<file path="src/design/pip_pkg.sv">
// Shared types and constants for the point-in-polygon test core.
`default_nettype none
package pip_pkg;

	localparam int VIDX_W = 6;
	localparam int CNT_W  = 7;

	localparam logic REQ_WRITE = 1'b0;
	localparam logic REQ_QUERY = 1'b1;

	typedef enum logic [1:0] {
		ST_IDLE,
		ST_READ,
		ST_DRAIN,
		ST_FINISH
	} pip_state_t;

	typedef struct packed {
		logic start;
		logic load_a;
		logic eval;
	} pip_ctl_t;

	typedef struct packed {
		logic inside_res;
		logic on_edge;
	} pip_res_t;

endpackage
`default_nettype wire

</file>
<file path="src/design/pip_in_if.sv">
// Request channel: vertex writes and point queries.
`default_nettype none
interface pip_in_if #(parameter int COORD_WIDTH = 16);
	logic                          valid;
	logic                          ready;
	logic                          req_type;
	logic [5:0]                    vertex_index;
	logic signed [COORD_WIDTH-1:0] vertex_x;
	logic signed [COORD_WIDTH-1:0] vertex_y;
	logic signed [COORD_WIDTH-1:0] query_x;
	logic signed [COORD_WIDTH-1:0] query_y;

	modport source (output valid, req_type, vertex_index, vertex_x, vertex_y, query_x,
		query_y, input ready);
	modport sink (input valid, req_type, vertex_index, vertex_x, vertex_y, query_x,
		query_y, output ready);
endinterface
`default_nettype wire

</file>
<file path="src/design/pip_out_if.sv">
// Result channel: inside and on-edge flags.
`default_nettype none
interface pip_out_if;
	logic valid;
	logic ready;
	logic inside_res;
	logic on_edge;

	modport source (output valid, inside_res, on_edge, input ready);
	modport sink (input valid, inside_res, on_edge, output ready);
endinterface
`default_nettype wire

</file>
<file path="src/design/pip_cfg_if.sv">
// Configuration write channel for the vertex count register.
`default_nettype none
interface pip_cfg_if;
	logic       valid;
	logic       ready;
	logic [6:0] data;

	modport source (output valid, data, input ready);
	modport sink (input valid, data, output ready);
endinterface
`default_nettype wire

</file>
<file path="src/design/pip_ram.sv">
// Generic single-write, single-read RAM with registered read data.
`default_nettype none
module pip_ram #(
	parameter int WIDTH = 32,
	parameter int DEPTH = 64,
	localparam int AW = (DEPTH > 1) ? $clog2(DEPTH) : 1
) (
	input  wire logic             clk,
	input  wire logic             we,
	input  wire logic [AW-1:0]    waddr,
	input  wire logic [WIDTH-1:0] wdata,
	input  wire logic             re,
	input  wire logic [AW-1:0]    raddr,
	output logic      [WIDTH-1:0] rdata
);

	logic [WIDTH-1:0] mem_q [DEPTH];

	always_ff @(posedge clk) begin
		if (we) begin
			mem_q[waddr] <= wdata;
		end
		if (re) begin
			rdata <= mem_q[raddr];
		end
	end

endmodule
`default_nettype wire

</file>
<file path="src/design/pip_edge_unit.sv">
// Shared edge evaluator: cross-product sign, span test and crossing parity.
`default_nettype none
module pip_edge_unit
	import pip_pkg::*;
#(
	parameter int COORD_WIDTH = 16
) (
	input  wire logic                          clk,
	input  wire logic                          arst_n,
	input  wire pip_ctl_t                      ctl,
	input  wire logic signed [COORD_WIDTH-1:0] qx,
	input  wire logic signed [COORD_WIDTH-1:0] qy,
	input  wire logic signed [COORD_WIDTH-1:0] bx,
	input  wire logic signed [COORD_WIDTH-1:0] by,
	output logic                               busy,
	output pip_res_t                           res
);

	localparam int DW = COORD_WIDTH + 1;
	localparam int PW = 2 * DW;

	logic signed [COORD_WIDTH-1:0] px_q, py_q, ax_q, ay_q;

	// stage 1: differences and compare flags
	logic                 ev_s1;
	logic signed [DW-1:0] dpx_s1, dby_s1, dpy_s1, dbx_s1;
	logic                 span_s1, strad_s1, up_s1;

	// stage 2: products
	logic                 ev_s2;
	logic signed [PW-1:0] m1_s2, m2_s2;
	logic                 span_s2, strad_s2, up_s2;

	logic                 edge_q, par_q;

	logic signed [PW:0]   diff;
	logic                 s_zero, s_neg, s_pos;
	logic                 span_c;

	assign span_c = (px_q >= ax_q || px_q >= bx) && (px_q <= ax_q || px_q <= bx) &&
		(py_q >= ay_q || py_q >= by) && (py_q <= ay_q || py_q <= by);

	always_ff @(posedge clk) begin
		if (ctl.start) begin
			px_q <= qx;
			py_q <= qy;
		end
		if (ctl.load_a || ctl.eval) begin
			ax_q <= bx;
			ay_q <= by;
		end
		if (ctl.eval) begin
			dpx_s1   <= DW'(px_q) - DW'(ax_q);
			dby_s1   <= DW'(by) - DW'(ay_q);
			dpy_s1   <= DW'(py_q) - DW'(ay_q);
			dbx_s1   <= DW'(bx) - DW'(ax_q);
			span_s1  <= span_c;
			strad_s1 <= (ay_q > py_q) != (by > py_q);
			up_s1    <= by > ay_q;
		end
		if (ev_s1) begin
			m1_s2    <= dpx_s1 * dby_s1;
			m2_s2    <= dpy_s1 * dbx_s1;
			span_s2  <= span_s1;
			strad_s2 <= strad_s1;
			up_s2    <= up_s1;
		end
	end

	assign diff   = (PW + 1)'(m1_s2) - (PW + 1)'(m2_s2);
	assign s_zero = (diff == '0);
	assign s_neg  = diff[PW];
	assign s_pos  = !s_zero && !s_neg;

	always_ff @(posedge clk or negedge arst_n) begin
		if (!arst_n) begin
			ev_s1  <= 1'b0;
			ev_s2  <= 1'b0;
			edge_q <= 1'b0;
			par_q  <= 1'b0;
		end else begin
			ev_s1 <= ctl.eval;
			ev_s2 <= ev_s1;
			if (ctl.start) begin
				edge_q <= 1'b0;
				par_q  <= 1'b0;
			end else if (ev_s2) begin
				if (s_zero && span_s2) begin
					edge_q <= 1'b1;
				end
				// count an edge that straddles the ray with the point on its inner side
				if (strad_s2 && ((up_s2 && s_neg) || (!up_s2 && s_pos))) begin
					par_q <= !par_q;
				end
			end
		end
	end

	assign busy           = ev_s1 || ev_s2;
	assign res.on_edge    = edge_q;
	assign res.inside_res = edge_q || par_q;

endmodule
`default_nettype wire

</file>
<file path="src/design/pip_seq.sv">
// Query sequencer: count register, vertex read walk and result register.
`default_nettype none
module pip_seq
	import pip_pkg::*;
#(
	parameter int MAX_VERTICES = 64,
	localparam int AW = $clog2(MAX_VERTICES),
	localparam int NW = $clog2(MAX_VERTICES + 1)
) (
	input  wire logic             clk,
	input  wire logic             arst_n,
	input  wire logic             cfg_valid,
	input  wire logic [CNT_W-1:0] cfg_data,
	input  wire logic             in_valid,
	input  wire logic             in_req_type,
	output logic                  in_ready,
	input  wire logic             out_ready,
	output logic                  out_valid,
	output pip_res_t              out_res,
	input  wire logic             unit_busy,
	input  wire pip_res_t         unit_res,
	output pip_ctl_t              ctl,
	output logic                  rd_en,
	output logic [AW-1:0]         rd_addr
);

	localparam int EW = (NW > CNT_W) ? NW : CNT_W;

	pip_state_t       state_q, state_d;
	logic [CNT_W-1:0] count_q;
	logic [NW-1:0]    n_vert;
	logic [NW-1:0]    rd_cnt_q;
	logic             rdv_q, first_q;
	logic             out_valid_q;
	pip_res_t         out_res_q;
	logic             query_acc;
	logic             out_load;

	// clamp count to table depth
	assign n_vert = (EW'(count_q) > EW'(MAX_VERTICES)) ? NW'(MAX_VERTICES) : NW'(count_q);
	assign query_acc = in_valid && in_ready && (in_req_type == REQ_QUERY);

	always_comb begin
		state_d = state_q;
		unique case (state_q)
			ST_IDLE: begin
				if (query_acc) begin
					state_d = (n_vert == '0) ? ST_FINISH : ST_READ;
				end
			end
			ST_READ: begin
				if (rd_cnt_q == n_vert) begin
					state_d = ST_DRAIN;
				end
			end
			ST_DRAIN: begin
				if (!rdv_q && !unit_busy) begin
					state_d = ST_FINISH;
				end
			end
			ST_FINISH: begin
				if (!out_valid_q || out_ready) begin
					state_d = ST_IDLE;
				end
			end
			default: state_d = ST_IDLE;
		endcase
	end

	always_comb begin
		in_ready = 1'b0;
		rd_en    = 1'b0;
		out_load = 1'b0;
		unique case (state_q)
			ST_IDLE:   in_ready = 1'b1;
			ST_READ:   rd_en    = 1'b1;
			ST_DRAIN:  ;
			ST_FINISH: out_load = !out_valid_q || out_ready;
			default:   ;
		endcase
	end

	// first read fetches the closing vertex, then the table in order
	assign rd_addr = (rd_cnt_q == '0) ? AW'(n_vert - NW'(1)) : AW'(rd_cnt_q - NW'(1));

	assign ctl.start  = query_acc;
	assign ctl.load_a = rdv_q && first_q;
	assign ctl.eval   = rdv_q && !first_q;

	always_ff @(posedge clk or negedge arst_n) begin
		if (!arst_n) begin
			state_q     <= ST_IDLE;
			count_q     <= '0;
			rd_cnt_q    <= '0;
			rdv_q       <= 1'b0;
			first_q     <= 1'b0;
			out_valid_q <= 1'b0;
		end else begin
			state_q <= state_d;
			if (cfg_valid) begin
				count_q <= cfg_data;
			end
			if (query_acc) begin
				rd_cnt_q <= '0;
			end else if (rd_en) begin
				rd_cnt_q <= rd_cnt_q + NW'(1);
			end
			rdv_q   <= rd_en;
			first_q <= rd_en && (rd_cnt_q == '0);
			if (out_load) begin
				out_valid_q <= 1'b1;
			end else if (out_ready) begin
				out_valid_q <= 1'b0;
			end
		end
	end

	always_ff @(posedge clk) begin
		if (out_load) begin
			out_res_q <= unit_res;
		end
	end

	assign out_valid = out_valid_q;
	assign out_res   = out_res_q;

endmodule
`default_nettype wire

</file>
<file path="src/design/point_in_polygon_test_core.sv">
// Top level of the point-in-polygon test core.
//
// Channels: in_ch carries a transaction that either writes one vertex
// (req_type 0: vertex_index, vertex_x, vertex_y) or queries a point
// (req_type 1: query_x, query_y). Only a query produces a transaction on
// out_ch (inside_res, on_edge). cfg_ch writes the vertex count; it is always
// ready, and the user must see that it is written only while the core is
// idle; the core does not enforce this. A vertex write leaves the core ready.
// A query with N active vertices (count clamped to MAX_VERTICES) reads the
// vertex RAM once per cycle (N + 1 reads, the closing vertex first), and
// each edge passes a three-stage difference / multiply / sign evaluator;
// for N = 0 nothing is read and the query goes on to the result register.
// in_ch is not ready while a query is in flight; it accepts again in the cycle
// after the result register loads.
// The result sits in an output register; a stalled receiver only holds the
// next query at its final step until the register frees up.
// Reset clears the vertex count and the sequencer; vertex RAM content is
// undefined until written.
`default_nettype none
module point_in_polygon_test_core
	import pip_pkg::*;
#(
	parameter int MAX_VERTICES = 64,
	parameter int COORD_WIDTH  = 16
) (
	input  wire logic clk,
	input  wire logic arst_n,
	pip_in_if.sink    in_ch,
	pip_out_if.source out_ch,
	pip_cfg_if.sink   cfg_ch
);

	localparam int AW = $clog2(MAX_VERTICES);
	localparam int NW = $clog2(MAX_VERTICES + 1);
	localparam int EW = (NW > VIDX_W) ? NW : VIDX_W;

	pip_ctl_t                  ctl;
	pip_res_t                  unit_res, out_res;
	logic                      unit_busy;
	logic                      rd_en;
	logic [AW-1:0]             rd_addr;
	logic [2*COORD_WIDTH-1:0]  rd_data;
	logic [EW-1:0]             idx_ext;
	logic                      wr_en;
	logic                      in_ready;

	assign idx_ext = EW'(in_ch.vertex_index);
	// drop writes to slots past the table
	assign wr_en = in_ch.valid && in_ready && (in_ch.req_type == REQ_WRITE) &&
		(idx_ext < EW'(MAX_VERTICES));

	pip_ram #(
		.WIDTH(2 * COORD_WIDTH),
		.DEPTH(MAX_VERTICES)
	) u_vert_ram (
		.clk   (clk),
		.we    (wr_en),
		.waddr (idx_ext[AW-1:0]),
		.wdata ({in_ch.vertex_y, in_ch.vertex_x}),
		.re    (rd_en),
		.raddr (rd_addr),
		.rdata (rd_data)
	);

	pip_seq #(
		.MAX_VERTICES(MAX_VERTICES)
	) u_seq (
		.clk         (clk),
		.arst_n      (arst_n),
		.cfg_valid   (cfg_ch.valid),
		.cfg_data    (cfg_ch.data),
		.in_valid    (in_ch.valid),
		.in_req_type (in_ch.req_type),
		.in_ready    (in_ready),
		.out_ready   (out_ch.ready),
		.out_valid   (out_ch.valid),
		.out_res     (out_res),
		.unit_busy   (unit_busy),
		.unit_res    (unit_res),
		.ctl         (ctl),
		.rd_en       (rd_en),
		.rd_addr     (rd_addr)
	);

	pip_edge_unit #(
		.COORD_WIDTH(COORD_WIDTH)
	) u_edge (
		.clk    (clk),
		.arst_n (arst_n),
		.ctl    (ctl),
		.qx     (in_ch.query_x),
		.qy     (in_ch.query_y),
		.bx     (rd_data[COORD_WIDTH-1:0]),
		.by     (rd_data[2*COORD_WIDTH-1:COORD_WIDTH]),
		.busy   (unit_busy),
		.res    (unit_res)
	);

	assign in_ch.ready       = in_ready;
	assign cfg_ch.ready      = 1'b1;
	assign out_ch.inside_res = out_res.inside_res;
	assign out_ch.on_edge    = out_res.on_edge;

endmodule
`default_nettype wire
</file>
<file path="src/flat_wrapper.sv">
// flat-port wrapper written by rule: the top's interface ports become plain ports
module point_in_polygon_test_core_flat import pip_pkg::*;
#(
	parameter int MAX_VERTICES = 64,
	parameter int COORD_WIDTH  = 16
)
  (clk, arst_n, in_ch_valid, in_ch_req_type, in_ch_vertex_index, in_ch_vertex_x, in_ch_vertex_y, in_ch_query_x, in_ch_query_y, in_ch_ready, out_ch_valid, out_ch_inside_res, out_ch_on_edge, out_ch_ready, cfg_ch_valid, cfg_ch_data, cfg_ch_ready);
  pip_in_if #(.COORD_WIDTH(COORD_WIDTH)) in_ch_i ();
  pip_out_if out_ch_i ();
  pip_cfg_if cfg_ch_i ();
  input  wire logic clk;
  input  wire logic arst_n;
  input wire logic [$bits(in_ch_i.valid)-1:0] in_ch_valid;
  input wire logic [$bits(in_ch_i.req_type)-1:0] in_ch_req_type;
  input wire logic [$bits(in_ch_i.vertex_index)-1:0] in_ch_vertex_index;
  input wire logic [$bits(in_ch_i.vertex_x)-1:0] in_ch_vertex_x;
  input wire logic [$bits(in_ch_i.vertex_y)-1:0] in_ch_vertex_y;
  input wire logic [$bits(in_ch_i.query_x)-1:0] in_ch_query_x;
  input wire logic [$bits(in_ch_i.query_y)-1:0] in_ch_query_y;
  output wire logic [$bits(in_ch_i.ready)-1:0] in_ch_ready;
  output wire logic [$bits(out_ch_i.valid)-1:0] out_ch_valid;
  output wire logic [$bits(out_ch_i.inside_res)-1:0] out_ch_inside_res;
  output wire logic [$bits(out_ch_i.on_edge)-1:0] out_ch_on_edge;
  input wire logic [$bits(out_ch_i.ready)-1:0] out_ch_ready;
  input wire logic [$bits(cfg_ch_i.valid)-1:0] cfg_ch_valid;
  input wire logic [$bits(cfg_ch_i.data)-1:0] cfg_ch_data;
  output wire logic [$bits(cfg_ch_i.ready)-1:0] cfg_ch_ready;
  assign in_ch_i.valid = in_ch_valid;
  assign in_ch_i.req_type = in_ch_req_type;
  assign in_ch_i.vertex_index = in_ch_vertex_index;
  assign in_ch_i.vertex_x = in_ch_vertex_x;
  assign in_ch_i.vertex_y = in_ch_vertex_y;
  assign in_ch_i.query_x = in_ch_query_x;
  assign in_ch_i.query_y = in_ch_query_y;
  assign in_ch_ready = in_ch_i.ready;
  assign out_ch_valid = out_ch_i.valid;
  assign out_ch_inside_res = out_ch_i.inside_res;
  assign out_ch_on_edge = out_ch_i.on_edge;
  assign out_ch_i.ready = out_ch_ready;
  assign cfg_ch_i.valid = cfg_ch_valid;
  assign cfg_ch_i.data = cfg_ch_data;
  assign cfg_ch_ready = cfg_ch_i.ready;
  point_in_polygon_test_core #(.MAX_VERTICES(MAX_VERTICES), .COORD_WIDTH(COORD_WIDTH)) u_core (.clk(clk), .arst_n(arst_n), .in_ch(in_ch_i), .out_ch(out_ch_i), .cfg_ch(cfg_ch_i));
endmodule
</file>
<file path="config.mk">
export PLATFORM = sky130hd
export DESIGN_NAME = point_in_polygon_test_core_flat
export DESIGN_NICKNAME = d
export VERILOG_FILES = /design/src/design/pip_pkg.sv /design/src/design/pip_in_if.sv /design/src/design/pip_out_if.sv /design/src/design/pip_cfg_if.sv /design/src/design/pip_ram.sv /design/src/design/pip_edge_unit.sv /design/src/design/pip_seq.sv /design/src/design/point_in_polygon_test_core.sv /design/src/flat_wrapper.sv
export SDC_FILE = /design/constraint.sdc
export NUM_CORES = 2
export LEC_CHECK = 0
export ABC_AREA = 1
export BUFFER_PORTS_ARGS = -buffer_cell sky130_fd_sc_hd__buf_4
export CELL_PAD_IN_SITES_DETAIL_PLACEMENT = 1
export CELL_PAD_IN_SITES_GLOBAL_PLACEMENT = 2
export CORE_MARGIN = 1
export CORE_UTILIZATION = 40
export CTS_CLUSTER_SIZE = 12
export DETAILED_ROUTE_END_ITERATION = 6
export HOLD_SLACK_MARGIN = 0.08
export PLACE_DENSITY = 0.76
export SLEW_MARGIN = 20
export SYNTH_ARGS = -nofsm -noshare
export SYNTH_HDL_FRONTEND = slang
export SYNTH_SLANG_ARGS = --single-unit
</file>
<file path="constraint.sdc">
create_clock -name clk -period 5.35 [get_ports clk]
set_input_delay 0.8025 -clock clk [delete_from_list [all_inputs] [get_ports clk]]
set_output_delay 0.8025 -clock clk [all_outputs]
set_load 0.02 [all_outputs]
</file>
Yosys cells after proc, flatten, opt, wreduce, memory -nomap -nowiden

Memories as Yosys holds them, arrays and structs flattened. A register that Yosys moved wholly into a read port is not among the register bits.
Index checks and enable logic that the tools add are counted.

Register bits after elaboration: 231
Bits in latches: 0
RAM bits: 2048
ROM bits: 0
Input port bits: 83
Output and inout bits: 5
Word-level logic and storage cells: 130
Memories: 1

Memories:

| memory                  | depth | width | read ports | clocked after Yosys merged registers in | wr ports | line          | RTL |
|---|---|---|---|---|---|---|---|
| u_core.u_vert_ram.mem_q | 64    | 32    | 1          | 1                                       | 1        | pip_ram.sv:17 | `logic [WIDTH-1:0] mem_q [DEPTH];` |

Add/sub/neg operators: 8
$mul: 2
Divide/modulo/power cells: 0
$lt $le $gt $ge: 13
Equal/unequal tests: 9
Shift operators: 0
Muxes and demuxes: 23
Bitwise operators: 1
Reduce and logical (&&, ||, !) cells: 45

Operator list:

| operator            | number |
|---|---|
| $mul 17x17->34      | 2 |
| $sub 16x16->17      | 4 |
| $ge 16x16->1        | 4 |
| $le 16x16->1        | 4 |
| $gt 16x16->1        | 3 |
| $logic_not 35->1    | 1 |
| $sub 34x34->35      | 1 |
| $mux 7              | 3 |
| $logic_and 1x1->1   | 16 |
| $logic_not 7->1     | 2 |
| $mux 1              | 13 |
| $sub 6x1->6 const B | 2 |
| $mux 2              | 5 |
| $reduce_bool 2->1   | 5 |
| $logic_or 1x1->1    | 9 |
| $logic_not 1->1     | 8 |
| $ne 2x2->1 const B  | 4 |
| $pmux 2 s4          | 1 |
| $add 7x1->7 const B | 1 |
| $eq 7x7->1          | 1 |
| $gt 7x7->1 const B  | 1 |
| $lt 6x7->1 const B  | 1 |
| $mux 6              | 1 |
| $eq 2x2->1 const B  | 2 |
| other kinds (6)     | 7 |

Depth between registers and ports, before layout

Depth in word-level cells: 10
Gate-level depth with buffers: 30
Gate-level depth less buffers: 28

Cells and area by module

Synthesis repeated with hierarchy kept, for this count alone.

Cell total of the unflattened synthesis: 11182
Area, all modules: 119744.8 sq um

By module, submodules not included:

| module                     | times used | cells an instance | area each (sq um) |
|---|---|---|---|
| pip_ram                    | 1          | 6769              | 83058.4 |
| pip_edge_unit              | 1          | 4232              | 35340.1 |
| pip_seq                    | 1          | 177               | 1325.0 |
| point_in_polygon_test_core | 1          | 4                 | 21.3 |

Worst setup path before layout

No wires, ideal clock.

Path kind: reg2reg
Start: register u_core.u_edge.dpx_s1[16]
End: register u_core.u_edge.m1_s2[32] (data pin)
Setup time: 260 ps
Arrival time: 5667 ps
Data required time: 5090 ps
Setup slack: -578 ps
Stages on the path, launching flop included: 23
Buffers on the path: 2
Clock period less this slack: 5928 ps
Cell sequence: edfxtp_1 clkbuf_1 clkbuf_1 nand2_1 inv_1 fa_1 fa_1 fa_1 fa_1 fa_1 inv_1 fa_1 inv_1 ha_1 nand2_1 o21ai_0 nand2_1 o211a_1 o211ai_1 a21oi_1 nor2_1 nor2_1 xor2_1

Cells in the longest elaborated chain, start to end: 1

Ends and longest elaborated chain:

| element                | line                | RTL |
|---|---|---|
| from (decl)            | pip_edge_unit.sv:26 | `logic signed [DW-1:0] dpx_s1, dby_s1, dpy_s1, dbx_s1;` |
| from (signal assigned) | pip_edge_unit.sv:53 | `dpx_s1 <= DW'(px_q) - DW'(ax_q);` |
| $mul 17x17->34         | pip_edge_unit.sv:62 | `m1_s2 <= dpx_s1 * dby_s1;` |
| to (signal assigned)   | pip_edge_unit.sv:62 |  |
| to (decl)              | pip_edge_unit.sv:31 | `logic signed [PW-1:0] m1_s2, m2_s2;` |

Every way passes these cells.
A chain may end at the register's enable or synchronous reset.

Worst setup path after layout

Start: register u_core.u_edge.dpy_s1[7]
End: register u_core.u_edge.m2_s2[33] (data pin)

Cells in the longest elaborated chain, start to end: 1

Ends and longest elaborated chain:

| element                | line                | RTL |
|---|---|---|
| from (decl)            | pip_edge_unit.sv:26 |  |
| from (signal assigned) | pip_edge_unit.sv:55 | `dpy_s1 <= DW'(py_q) - DW'(ay_q);` |
| $mul 17x17->34         | pip_edge_unit.sv:63 | `m2_s2 <= dpy_s1 * dbx_s1;` |
| to (signal assigned)   | pip_edge_unit.sv:63 |  |
| to (decl)              | pip_edge_unit.sv:31 |  |

Every way passes these cells.

==> key figures <==
Outcome
  – Status: complete, but fails checks
  – Failing checks: design-rule violations, negative setup slack

Synthesis
  – Post-Syn Area: 118,300 sq um
  – Post-synthesis net count: 11,740
  – Number of enable flip-flop cells after synthesis: 2,288
  – Synth top area cells: edfxtp_1 58%, fa_1 10%, nand2_1 6.3%, o21ai_0 4.5%, nor2_1 4.0%
  – #FFs+latches synth: 2,311
  – Synthesized netlist cell count: 10,750
  – Synth cell types: 53
  – Synth Area in Compound Gates: 8.669%
  – XOR/XNOR Fraction of Synth Area: 1.139%
  – Mux cell area share after synthesis: 0%
  – Yosys warns: 0
  – Post-synthesis simple-gate area fraction: 12.14%
  – Post-synthesis sequential area ratio: 58.58%
  – Top FF cell, synth: edfxtp_1
  – Synth Area per Inst: 11.00 sq um
  – Post-synth top area share: 58.10%
  – Ys async rst share: 0.9952%
  – Largest family of logic cells by synthesized area: adder cells
  – Yosys top cell by area: edfxtp_1
  – Post-Synth Adder-Cell Area: 13.37%
  – Post-synth top cells: 2,288 x edfxtp_1, 1,998 x nand2_1, 1,269 x nor2_1
  – Top-count cell post-synth: edfxtp_1

Layout
  – Seq. cell area: 69,280 sq um
  – Post-route cell area: 138,100 sq um
  – Nets: 12,170
  – Fill cell count: 31,260
  – Layout area overhead: 16.73%
  – Share of cells above drive strength 1: 13.50%
  – Multi-input logic area: 44,060 sq um

Timing
  – Post-route minimum period: 5.684 ns
  – Worst-Margin Slew: 1.074 ns
  – Fin. Hold Viols: 0
  – Fin worst setup slack: -0.3342 ns
  – Unrepaired setup endpoints after global routing: true
  – F_max: 175.9 MHz
  – Final slew viol count: 0
  – Fin Clk Skew: 0.06835 ns
  – Relative slew margins: 28.42%
  – Setup violators final: 34
  – Period utilization: 106.2%

Drt
  – Residual DRC: 18
  – Vias per inst: 5.449
  – WL/cell: 25.44 um
  – WL met1: 162.5 mm
  – Uppermost routed layer: met5
  – Met3 Routed Length: 20.83 mm
  – Final ANT Viol Nets: 0
  – Met2 WL: 192.9 mm
  – Drt first-iter violations: 6,783
  – Vias: 83,360
  – DR pass1 iterations: 7
  – Post-Route WL: 389.1 mm

Clocking
  – H-Tree Depth: 5
  – CTS Buf Count: 264
  – Clock slew at reported path FFs: 0.06 ns
  – Clock net sink count: 2,311
  – Root buf cell: clkbuf_16
  – TritonCTS clock tree: yes
  – Clk buf depth: 4
  – Clock latency on the worst-skew pair: 0.90 ns

Placed design
  – Placed cell area: 127,300 sq um
  – DPL Wire Length: 247.5 mm
  – Gpl congestion: 0.8779
  – # port buffers: 86

Min path
  – Hold path cells: 1
  – Hold crit path type: input pin to flip-flop
  – Hold Path End: u_core.u_edge.py_q[4]
  – Worst hold start: in_ch_query_y[4]

Floorplan
  – I/O pin cnt: 88
  – Core Rows: 199
  – Initial Util: 40.22%
  – Chip Height: 545.7 um
  – Core area: 294,100 sq um
  – Die Wd: 545.7 um
  – Die Area: 297,800 sq um

Setup path
  – RR Startpoint: u_core.u_edge.dpy_s1[7]
  – CP Class: flip-flop to flip-flop
  – FF-to-FF setup slack: -0.33 ns
  – Crit Path Max Fanout: 4
  – R2r endpoint: u_core.u_edge.m2_s2[33]
  – CP Launch Type: flip-flop
  – Critical Path RT: 5.98 ns
  – Setup crit end kind: flip-flop
  – Worst R2R Path Depth: 26
  – Arrival time worst endpoint: 6.31 ns

GRT
  – Largest net degree at the start of global routing: 198
  – GR Overflow Total: 0
  – Vias in the first global route: 88,940
  – Total Routing Usage GR: 25.76%
  – Initial antenna violation count: 21
  – First-pass GRT wire length: 574.2 mm

Flow run
  – Max cap viols: 0
[kinds of logic (layout without fill, tap and decap cells)]
logic type / count (synthesis) / in the layout
other: 1 / 13
adder cells (fa/ha/maj): 906 / 906
flip-flops: 2311 / 2311
XOR/XNOR: 150 / 150
AND/OR/NAND/NOR: 3665 / 3665
AO/OA/AOI/OAI: 1857 / 1857
buffers and inverters: 1857 / 2476
[flip-flops by register name, summed over array words and instances (netlist names), 2 cells and up]
signal / cells
u_core.u_vert_ram.mem_q: 2048
u_core.u_seq.state_q: 2
u_core.u_vert_ram.rdata: 32
u_core.u_edge.py_q: 16
u_core.u_edge.m2_s2: 34
u_core.u_seq.rd_cnt_q: 7
u_core.u_edge.px_q: 16
u_core.u_edge.dpy_s1: 17
u_core.u_edge.ay_q: 16
u_core.u_seq.count_q: 7
u_core.u_seq.out_res: 2
u_core.u_edge.ax_q: 16
u_core.u_edge.dbx_s1: 17
u_core.u_edge.dpx_s1: 17
u_core.u_edge.dby_s1: 17
u_core.u_edge.m1_s2: 34
[per-stage QoR]
step           TNS [ns]  hold slack, ns  cells  setup WS [ns]  util [%]
2_1_floorplan   -0.5396          0.4003  10750        -0.1592         -
3_3_place_gp     -10.55          0.4630  14740        -0.5278     43.28
3_5_place_dp     -13.03          0.4765  14740        -0.5978     43.28
4_1_cts          -4.849         0.08556  15260        -0.3220     46.63
5_1_grt          -11.65          0.1088  15290        -0.5213     46.94
6_report         -5.355          0.1521  15300        -0.3342     46.95
[layer usage]
metal  global-route usage, %  up-vias
li1                        -    37110
met1                   33.88    43360
met2                   44.41     2321
met3                   3.035      556
met4                   8.131        4
met5                       0        -
[timing repair]
item | in CTS | in global routing
hold buffers | 17 | 0
buffers inserted | 58 | 30
pin swaps | 136 | 144
hold endpoints to repair | 39 | 0
setup endpoints to repair | 38 | 38
cloned | 1 | 1
gates resized for setup | 279 | 214
[worst max-delay path, stage by stage (launching register included)]
cell	delay (ns)
edfxtp_1	0.46
buf_6	0.18
nand2_2	0.05
inv_2	0.03
fa_1	0.48
inv_2	0.04
fa_1	0.47
fa_1	0.49
inv_1	0.05
fa_1	0.48
fa_1	0.52
inv_2	0.04
fa_1	0.51
inv_2	0.06
ha_4	0.30
nand2_2	0.09
nor2_4	0.14
nand2_1	0.08
nand2_2	0.09
a31oi_4	0.05
o21bai_4	0.22
nand3_2	0.10
nand2_2	0.09
nand3_2	0.08
nand2_4	0.09
a21oi_2	0.06
xor2_1	0.16
[how the worst max path moves through the flow]
| stage | start | end | slack [ns] |
|---|---|---|---|
| after CTS | u_core.u_edge.dpx_s1[16] | u_core.u_edge.m1_s2[32] | -0.32 |
| after global routing | u_core.u_edge.dpy_s1[7] | u_core.u_edge.m2_s2[33] | -0.52 |
| after global placement | u_core.u_edge.dby_s1[10] | u_core.u_edge.m1_s2[32] | -0.53 |
| final | u_core.u_edge.dpy_s1[7] | u_core.u_edge.m2_s2[33] | -0.33 |
| after floorplan | u_core.u_edge.dbx_s1[5] | u_core.u_edge.m2_s2[31] | -0.16 |
| after detailed placement | u_core.u_edge.dby_s1[10] | u_core.u_edge.m1_s2[32] | -0.60 |
[cell type report]
| cell class | count | share of cell area (%) |
|---|---|---|
| sequential | 2311 | 50.19 |
| multi-input combinational | 6579 | 31.92 |
| clock buffer | 328 | 5.083 |
| timing repair buffer | 745 | 4.966 |
| tap | 3919 | 3.552 |
| inverter | 1279 | 3.507 |
| clock inverter | 124 | 0.7659 |
| antenna | 12 | 0.02175 |
[cells in the final DEF (no fill, tap or decap), types with 42 or more instances in the layout]
master / count
nand3_1: 295
a21oi_1: 117
nand2_2: 52
clkinv_1: 50
clkinv_2: 42
buf_4: 580
edfxtp_1: 2288
fa_1: 559
xnor2_1: 48
nor2_4: 72
nand2_1: 1929
clkbuf_1: 56
buf_6: 69
o22ai_1: 472
clkbuf_16: 272
nor2_1: 1184
inv_1: 1183
ha_1: 266
buf_12: 75
xor2_1: 86
o21ai_0: 1045
inv_2: 91
Power is left out: the tool's default activity adds up to more than one toggle a clock period on the data nets, which glitch-free logic cannot reach.
